<file path="config.mk">
export PLATFORM = sky130hd
export DESIGN_NAME = gcs_cost
export DESIGN_NICKNAME = d
export VERILOG_FILES = /design/src/hw/rtl/gcs_pkg.sv /design/src/hw/rtl/gcs_cost.sv
export SDC_FILE = /design/constraint.sdc
export NUM_CORES = 1
export LEC_CHECK = 0
export ABC_AREA = 1
export BUFFER_PORTS_ARGS = -buffer_cell sky130_fd_sc_hd__buf_4
export CAP_MARGIN = 20
export CORE_ASPECT_RATIO = 0.7
export CORE_MARGIN = 1
export CORE_UTILIZATION = 56
export DETAILED_ROUTE_END_ITERATION = 7
export GPL_TIMING_DRIVEN = 0
export PLACE_DENSITY = 0.81
export SYNTH_ARGS = -nofsm -noshare
export SYNTH_HDL_FRONTEND = slang
export SYNTH_SLANG_ARGS = --single-unit
</file>
<file path="constraint.sdc">
create_clock -name vclk -period 13
set_input_delay 2.6 -clock vclk [all_inputs]
set_output_delay 2.6 -clock vclk [all_outputs]
set_load 0.01 [all_outputs]
</file>
<file path="src/hw/rtl/gcs_pkg.sv">
`timescale 1ns / 1ps

package gcs_pkg;

	localparam int COLOR_W  = 8;
	localparam int DIST_W   = 18;
	localparam int WEIGHT_W = 21;
	localparam int COST_W   = 24;
	localparam int PEN_W    = 20;
	localparam int IMG_W_W  = 11;
	localparam int IMG_H_W  = 16;

	localparam int CFG_IDX_W  = 2;
	localparam int CFG_DATA_W = 24;

	localparam logic [CFG_IDX_W-1:0] REG_IMAGE_WIDTH   = 2'd0;
	localparam logic [CFG_IDX_W-1:0] REG_IMAGE_HEIGHT  = 2'd1;
	localparam logic [CFG_IDX_W-1:0] REG_TERMINAL_COST = 2'd2;
	localparam logic [CFG_IDX_W-1:0] REG_BAD_PENALTY   = 2'd3;

	localparam logic [IMG_W_W-1:0] IMAGE_WIDTH_RST   = 11'd1024;
	localparam logic [IMG_H_W-1:0] IMAGE_HEIGHT_RST  = 16'd1024;
	localparam logic [COST_W-1:0]  TERMINAL_COST_RST = 24'd10000;
	localparam logic [PEN_W-1:0]   BAD_PENALTY_RST   = 20'd1000;

	// per-pixel record kept for the neighbours: color distance and both-masks bit
	typedef struct packed {
		logic              ok;
		logic [DIST_W-1:0] sqd;
	} px_t;

	localparam int PX_W = $bits(px_t);

	function automatic logic [2*COLOR_W-1:0] sq_diff(input logic [COLOR_W-1:0] a,
		input logic [COLOR_W-1:0] b);
		logic [COLOR_W-1:0] d;
		d = (a > b) ? (a - b) : (b - a);
		return d * d;
	endfunction

endpackage

</file>
<file path="src/hw/rtl/gcs_cost.sv">
`timescale 1ns / 1ps

module gcs_cost import gcs_pkg::*; (
	input  logic [COLOR_W-1:0]  a_red,
	input  logic [COLOR_W-1:0]  a_green,
	input  logic [COLOR_W-1:0]  a_blue,
	input  logic [COLOR_W-1:0]  b_red,
	input  logic [COLOR_W-1:0]  b_green,
	input  logic [COLOR_W-1:0]  b_blue,
	input  logic                mask_a,
	input  logic                mask_b,
	input  logic                left_valid,
	input  logic                up_valid,
	input  px_t                 left_px,
	input  px_t                 up_px,
	input  logic [PEN_W-1:0]    penalty,
	output px_t                 here,
	output logic [WEIGHT_W-1:0] left_weight,
	output logic [WEIGHT_W-1:0] up_weight
);

	logic [DIST_W-1:0]   sqd_sum;
	logic [WEIGHT_W-1:0] left_raw;
	logic [WEIGHT_W-1:0] up_raw;

	function automatic logic [WEIGHT_W-1:0] edge_w(input px_t p, input px_t q,
		input logic [PEN_W-1:0] pen);
		logic [WEIGHT_W-1:0] w;
		w = WEIGHT_W'(p.sqd) + WEIGHT_W'(q.sqd) + WEIGHT_W'(1);
		if (!p.ok || !q.ok) begin
			w = w + WEIGHT_W'(pen);
		end
		return w;
	endfunction

	assign sqd_sum = DIST_W'(sq_diff(a_red, b_red)) + DIST_W'(sq_diff(a_green, b_green))
		+ DIST_W'(sq_diff(a_blue, b_blue));

	assign here.sqd = sqd_sum;
	assign here.ok  = mask_a & mask_b;

	assign left_raw = edge_w(here, left_px, penalty);
	assign up_raw   = edge_w(here, up_px, penalty);

	assign left_weight = left_valid ? left_raw : '0;
	assign up_weight   = up_valid ? up_raw : '0;

endmodule

</file>
==> impl_results.md, run 1 <==
- Total grt overflow: 4
- IO buf count: 170
- RD Place Congestion: 1.01
- Unique cell type count in the Yosys netlist: 39
- Die Y: 127 um
- Avg Cell Area, Syn: 6.48 um^2
- Synth Cell Area: 12,400 um^2
- Ys Warns: 0
- Stop Error: [ERROR GRT-0232] Routing congestion too high. Check the congestion heatmap in the GUI.
- Syn Nets: 2,371
- DIE WIDTH: 180 um
- Worst endpoint after global-route timing repair: left_weight[20]
- Top Ports: 171
- All-layer global routing usage: 0.733
- Seq/Total Area, Yosys: 0
- Cell Rows: 45
- Synth top area share: 0.226
- Exit stage: global routing
- Initial Util: 0.572
- Synth Instances: 1,919
- Largest net degree at the start of global routing: 11
- Post-detail-place hpwl: 35,000 um
- Worst endpoint type: top-level output
- Area contributors post-synth: fa_1 23%, ha_1 20%, nand2_1 14%, inv_1 12%, a21oi_1 5.7%
- Largest area contributor in the netlist: fa_1
- Run status: aborted with a tool error
-- timing repair --
action | in CTS
gates cloned | 1
pin swaps | 218
setup endpoints to repair | 31
setup buffers | 165
gates resized for setup | 547
hold buffers | 0
-- layer usage --
| layer | track usage | overflow |
|---|---|---|
| met5 | 0.453 | 0 |
| met4 | 0.660 | 4 |
| met3 | 0.600 | 0 |
| met2 | 0.896 | 0 |
| met1 | 0.737 | 0 |
-- synth_stat cells (5+ instances only) --
cell type,count
fa_1,140
nor3_1,9
or2_2,5
a21oi_1,142
nand2_1,460
inv_2,8
buf_2,7
nand3b_1,19
clkbuf_1,5
xor2_1,41
nand4_1,14
nand3_1,108
inv_1,407
a21o_1,10
o21a_1,6
nand2_2,17
ha_1,202
xnor2_1,21
o21ai_0,68
and2_1,13
nor2_1,170
o21bai_1,13
-- kinds of logic after synthesis --
| logic type | share of synthesized area |
|---|---|
| adders and majority gates | 0.429 |
| xor gates and xnor gates | 0.0437 |
| and+or+nand+nor | 0.286 |
| AOI/OAI and AO/OA | 0.111 |
| buffers and inverters | 0.131 |
-- metrics by stage --
| step | util | hold slack [ps] | instance area [um^2] | setup WS, ps | instances |
|---|---|---|---|---|---|
| 2_1_floorplan | - | 5300 | 13000 | -364 | 1919 |
| 3_3_place_gp | 0.672 | 5550 | 14600 | -1770 | 2371 |
| 3_5_place_dp | 0.672 | 5550 | 14600 | -1860 | 2371 |
| 4_1_cts | 0.840 | 5550 | 18300 | -863 | 2533 |
==> run 2: changes to the inputs <==
--- a/config.mk
+++ b/config.mk
@@ -8,12 +8,11 @@
 export ABC_AREA = 1
 export BUFFER_PORTS_ARGS = -buffer_cell sky130_fd_sc_hd__buf_4
 export CAP_MARGIN = 20
-export CORE_ASPECT_RATIO = 0.7
 export CORE_MARGIN = 1
-export CORE_UTILIZATION = 56
+export CORE_UTILIZATION = 40
 export DETAILED_ROUTE_END_ITERATION = 7
 export GPL_TIMING_DRIVEN = 0
-export PLACE_DENSITY = 0.81
+export PLACE_DENSITY_LB_ADDON = 0.15
 export SYNTH_ARGS = -nofsm -noshare
 export SYNTH_HDL_FRONTEND = slang
 export SYNTH_SLANG_ARGS = --single-unit
==> constraint.sdc (replaced) <==
create_clock -name vclk -period 16.9
set_input_delay 3.38 -clock vclk [all_inputs]
set_output_delay 3.38 -clock vclk [all_outputs]
set_load 0.01 [all_outputs]
==> run 2 against run 1 <==
Net effect: the run now ends clean; synthesized cell count stayed put; area after synthesis stayed put.
==> impl_results.md, run 2 <==
- Ys Warns: 0 (unchanged)
- Initial Util: 0.406 (-0.166)
- Critical Path Max Stage Delay: 570 ps
- Simple-Gate Fraction of Synth Area: 0.286 (unchanged)
- Most frequent CP cell: nand2_1
- CP Capture Type: output pin
- Max-Cap Viols: 0
- Pins over their slew limit: 0
- Initial antenna violation count: 0
- Commonest cells in the netlist: 460 x nand2_1, 407 x inv_1, 202 x ha_1
- Hold Vio Cnt, Final: 0
- Finish-stage setup viols: 0
- Fin crit period: 16,340 ps
- Seq/Total Area, Yosys: 0 (unchanged)
- Final period utilization: 0.967
- Layout cells sized above 1: 0.142
- Nets: 2,560
- Final Cell Area: 14,700 um^2
- Unique cell type count in the Yosys netlist: 39 (unchanged)
- DIE WIDTH: 178 um (-0.99%)
- Most frequent cell after synthesis: nand2_1
- Pre-CTS worst setup slack: -270 ps (+1590 ps)
- Highest-count cells in the layout ignoring fill and taps: 453 x nand2_1, 402 x inv_1, 188 x buf_4
- Drt pass-1 iters: 6
- Largest area contributor in the netlist: fa_1
- Run status: completed
- Core Region: 30,600 um^2
- Area post-placement: 14,200 um^2 (-2.8%)
- Worst Hold Path EP: up_weight[2]
- Hold buffer count at CTS: 0 (unchanged)
- IO buf count: 170 (unchanged)
- Largest net degree at the start of global routing: 11
- Initial DRC count: 629
- DR WL/cell: 14.8 um
- Syn-to-layout area delta: 18.2%
- Critical Path AT: 12,960 ps
- RD Place Congestion: 0.943 (-6.4%)
- Die area: 31,800 um^2
- Synth Area in XOR/XNOR: 0.0437 (unchanged)
- Avg Cell Area, Syn: 6.48 um^2 (unchanged)
- Largest family of logic cells by synthesized area: adder cells
- Commonest non-fill, non-tap cell in the layout: nand2_1
- Worst hold stages: 4
- Slowest cell on crit path: fa_1
- Worst rel slew slack: 0.577
- Final WS setup: 562 ps
- Hold Startpoint: up_valid
- Synth Cell Area: 12,400 um^2 (unchanged)
- Hold slack final: 7090 ps
- # clk buffers: 0
- Crit Path Category: input pin to output pin
- Sequential Area: 0 um^2
- Total grt overflow: 0
- Largest fanout on the critical path: 9
- All-layer global routing usage: 0.233
- Synth Area in Adders: 0.429 (unchanged)
- ANT cells: 0
- Syn Nets: 2,371 (unchanged)
- Seq_cells: 0
- Worst-margin pin slew: 635 ps
- Cell Rows: 64 (+42%)
- F_max: 61.2 MHz
- DR DRC count: 0
- Worst Path Required: 13,520 ps
- Top Ports: 171 (unchanged)
- Via count: 12,500
- Vias in the first global route: 12,200
- Synth Instances: 1,919 (unchanged)
- Critical path launch point type: input pin
- Mux cell area share after synthesis: 0 (unchanged)
- Post-detail-place hpwl: 33,500 um (-4.5%)
- Setup tns final: 0 ps
- Total wire length: 36,900 um
- Global-route wire length before repair: 59,100 um
- Vias/cell: 5.00
- Area contributors post-synth: fa_1 23%, ha_1 20%, nand2_1 14%, inv_1 12%, a21oi_1 5.7%
- Post-route ant nets: 0
- Hold Path Class: input pin to output pin
- Synth top area share: 0.226 (unchanged)
- Die Y: 178 um (+41%)
- Synth Area in Compound Gates: 0.111 (unchanged)
run 2: cell counts after synthesis:
Identical to the previous run, type by type.
run 2: logic make-up (layout without fill, tap and decap cells):
kind of cell	Yosys count	in the layout
AND/OR/NAND/NOR	831	831
buffers and inverters	430	617
adder cells (fa/ha/maj)	342	342
AO/OA/AOI/OAI	254	254
XOR/XNOR	62	62
run 2: how the worst max path moves through the flow:
stage	from	end	slack [ps]	cells after the start
4_1_cts	a_red[0]	left_weight[20]	2	48
3_3_place_gp	a_red[0]	left_weight[20]	-230	48
3_5_place_dp	a_red[0]	left_weight[20]	-270	48
5_1_grt	a_red[0]	left_weight[20]	-50	52
6_report	a_blue[0]	up_weight[18]	560	51
2_1_floorplan	a_red[0]	left_weight[20]	1380	51
run 2: layout make-up:
class / count / area, um^2
repair buffers: 187 / 1420
well taps: 396 / 495
plain buffers: 15 / 73.8
multi-input cells: 1489 / 11100
fillers: 3230 / 15900
inverters: 415 / 1560
run 2: metrics by stage:
step | utilization | cells
detailed placement | 0.464 | 2485
CTS | 0.465 | 2485
floorplan | - | 1919
global route | 0.480 | 2502
global placement | 0.464 | 2485
finish | 0.480 | 2502
run 2: what timing repair did:
| action | in CTS | in global routing |
|---|---|---|
| pin swaps | 0 | 14 |
| gates resized for setup | 3 | 72 |
| setup endpoints to repair | 9 | 21 |
| buffers inserted | 0 | 17 |
run 2: layer usage:
| metal | part of all wire | vias up | GRT usage |
|---|---|---|---|
| li1 | - | 6375 | - |
| met3 | 0.035 | 63 | 0.00639 |
| met2 | 0.51 | 300 | 0.447 |
| met4 | 0.035 | 0 | 0.0629 |
| met1 | 0.42 | 5767 | 0.281 |
| met5 | 0 | - | 0 |
run 2: worst max-delay path, delay by kind of cell:
family	cells	cell delay [ps]
AO/OA/AOI/OAI	4	530
XOR/XNOR	1	150
adder cells (fa/ha/maj)	12	5100
buffers and inverters	14	1360
AND/OR/NAND/NOR	20	2430
Power of run 2 is left out: the tool's default activity adds up to more than one toggle a clock period on the data nets, which glitch-free logic cannot reach.
==> run 3: changes to the inputs <==
--- a/config.mk
+++ b/config.mk
@@ -5,14 +5,14 @@
 export SDC_FILE = /design/constraint.sdc
 export NUM_CORES = 1
 export LEC_CHECK = 0
-export ABC_AREA = 1
+export ABC_AREA = 0
 export BUFFER_PORTS_ARGS = -buffer_cell sky130_fd_sc_hd__buf_4
 export CAP_MARGIN = 20
 export CORE_MARGIN = 1
 export CORE_UTILIZATION = 40
 export DETAILED_ROUTE_END_ITERATION = 7
 export GPL_TIMING_DRIVEN = 0
-export PLACE_DENSITY_LB_ADDON = 0.15
+export PLACE_DENSITY_LB_ADDON = 0.2
 export SYNTH_ARGS = -nofsm -noshare
 export SYNTH_HDL_FRONTEND = slang
 export SYNTH_SLANG_ARGS = --single-unit
==> run 3 against run 2 <==
Net effect: the run now ends with setup timing left; flip-flop and latch count did not move; first-iteration DRC count rose by 1.4%; non-clock buffer count grew 80.
==> impl_results.md, run 3 <==
- CP Capture Type: output pin
- Final Cell Area: 14,900 um^2 (+1.6%)
- Final period utilization: 1.00 (+0.0374)
- Hold buffer count at CTS: 0 (unchanged)
- Most frequent cell after synthesis: inv_1
- Worst rel slew slack: 0.500 (-0.0771)
- Finish-stage setup viols: 3 (+3)
- Final WS setup: -70.3 ps (-632 ps)
- Cell Rows: 60 (-6.3%)
- Run status: finished, violations left
- RSZ-0062 raised after global routing: true
- Hold Path Class: input pin to output pin
- Hold slack final: 7130 ps (+38.1 ps)
- Unique cell type count in the Yosys netlist: 70 (+79%)
- Post-detail-place hpwl: 26,900 um (-19%)
- Seq_cells: 0 (unchanged)
- Syn-to-layout area delta: 33.0%
- DRT met1 WL: 13,900 um (-11%)
- Worst hold stages: 3 (-1)
- Vias/cell: 5.21 (+4.3%)
- Initial DRC count: 638 (+1.4%)
- DIE WIDTH: 169 um (-4.9%)
- Area contributors post-synth: fa_1 25%, ha_1 23%, inv_1 9.8%, a21oi_1 4.5%, nor2_1 4.3%
- Avg Cell Area, Syn: 7.85 um^2 (+21%)
- Worst-margin pin slew: 742 ps (+108 ps)
- Ys Warns: 0 (unchanged)
- Seq/Total Area, Yosys: 0 (unchanged)
- Synth Instances: 1,429 (-26%)
- Synth Cell Area: 11,200 um^2 (-9.7%)
- Metal2 WL: 16,500 um (-12%)
- All-layer global routing usage: 0.216 (-0.0164)
- DR WL/cell: 15.8 um (+7.1%)
- Critical path launch point type: input pin
- Initial antenna violation count: 0 (unchanged)
- Area post-placement: 13,000 um^2 (-8.5%)
- Top Metal Used: met4
- Largest area contributor in the netlist: fa_1
- Critical Path AT: 13,590 ps (+630 ps)
- IO buf count: 170 (unchanged)
- Syn Nets: 1,881 (-21%)
- ANT cells: 0 (unchanged)
- Total wire length: 32,600 um (-12%)
- Worst Path Required: 13,520 ps (about the same)
- Max-Cap Viols: 0 (unchanged)
- Die Y: 169 um (-4.9%)
- F_max: 58.9 MHz (-3.7%)
- Critical Path Max Stage Delay: 550 ps (-20 ps)
- Core Region: 27,300 um^2 (-11%)
- Pins over their slew limit: 0 (unchanged)
- Global-route wire length before repair: 50,300 um (-15%)
- DR DRC count: 0 (unchanged)
- Failing checks: setup timing
- Synth top area share: 0.250 (+0.0243)
- # clk buffers: 0 (unchanged)
- Most frequent CP cell: fa_1
- Fin crit period: 16,970 ps (+632 ps)
- RD Place Congestion: 0.904 (-4.1%)
- Slowest cell on crit path: fa_1
- Highest-count cells in the layout ignoring fill and taps: 282 x inv_1, 258 x buf_4, 172 x ha_1
- Post-route ant nets: 0 (unchanged)
- Total grt overflow: 0 (unchanged)
- Via count: 10,800 (-14%)
- Die area: 28,700 um^2 (-9.6%)
- Drt pass-1 iters: 5 (-1)
- Pre-CTS worst setup slack: -1690 ps (-1420 ps)
- Top Ports: 171 (unchanged)
- Commonest non-fill, non-tap cell in the layout: inv_1
- Hold Vio Cnt, Final: 0 (unchanged)
- Metal3 WL: 1590 um (+23%)
- Nets: 2,146 (-16%)
- Largest net degree at the start of global routing: 12 (+1)
- Initial Util: 0.412 (+0.00546)
- Largest fanout on the critical path: 5 (-4)
- Commonest cells in the netlist: 292 x inv_1, 202 x ha_1, 140 x fa_1
- Layout cells sized above 1: 0.277 (+0.135)
- Crit Path Category: input pin to output pin
- Vias in the first global route: 10,600 (-14%)
- Sequential Area: 0 um^2 (unchanged)
==> run 3: cell count changes after synthesis, sizes merged, moves of 22 or more <==
cell,delta
nand2,-409
xnor2,+35
nand3,-81
nor2,-45
a21oi,-40
a21o,+22
inv,-121
==> run 3: final timing paths <==
path	to	slack (ps)	start
setup / recovery	up_weight[16]	-70	a_red[0]
hold / removal	here[18]	7130	mask_a
==> run 3: kinds of logic after synthesis <==
group                      share of synthesized area
AOI/OAI and AO/OA                              0.180
xor gates and xnor gates                      0.0681
adders and majority gates                      0.475
buffers and inverters                          0.106
muxes                                         0.0195
and+or+nand+nor                                0.152
==> run 3: area by class of cell <==
class / count / area [um^2]
multi-input combinational: 1115 / 11200
buffer: 17 / 80.1
inverter: 295 / 1110
tap: 372 / 465
fill: 2522 / 12300
timing repair buffer: 265 / 2030
==> run 3: timing repair <==
item | CTS | global route
gates resized for setup | 106 | 127
hold endpoints to repair | 0 | 0
setup endpoints to repair | 22 | 19
setup buffers | 49 | 47
pin swaps | 63 | 95
cloned | 1 | 0
==> run 3: stage by stage <==
step                      setup TNS, ps  std cells   util
after floorplan                       0       1429      -
after global placement           -21070       1971  0.477
after detailed placement         -22970       1971  0.477
after CTS                          -520       2019  0.512
after global routing              -3110       2064  0.548
final                              -123       2064  0.548
==> run 3: worst max-delay path: cells and delay by family <==
family	cells	cell delay, ps
AOI/OAI and AO/OA	13	2340
xor gates and xnor gates	3	730
buffers and inverters	9	690
muxes	1	380
adders and majority gates	12	4820
and+or+nand+nor	4	1230
==> run 3: per-layer routing <==
| metal | up-vias | global-route usage |
|---|---|---|
| met5 | - | 0 |
| met3 | 44 | 0.00816 |
| met2 | 294 | 0.395 |
| li1 | 5245 | - |
| met4 | 0 | 0.0396 |
| met1 | 5179 | 0.285 |
Power of run 3 is left out for the same reason.
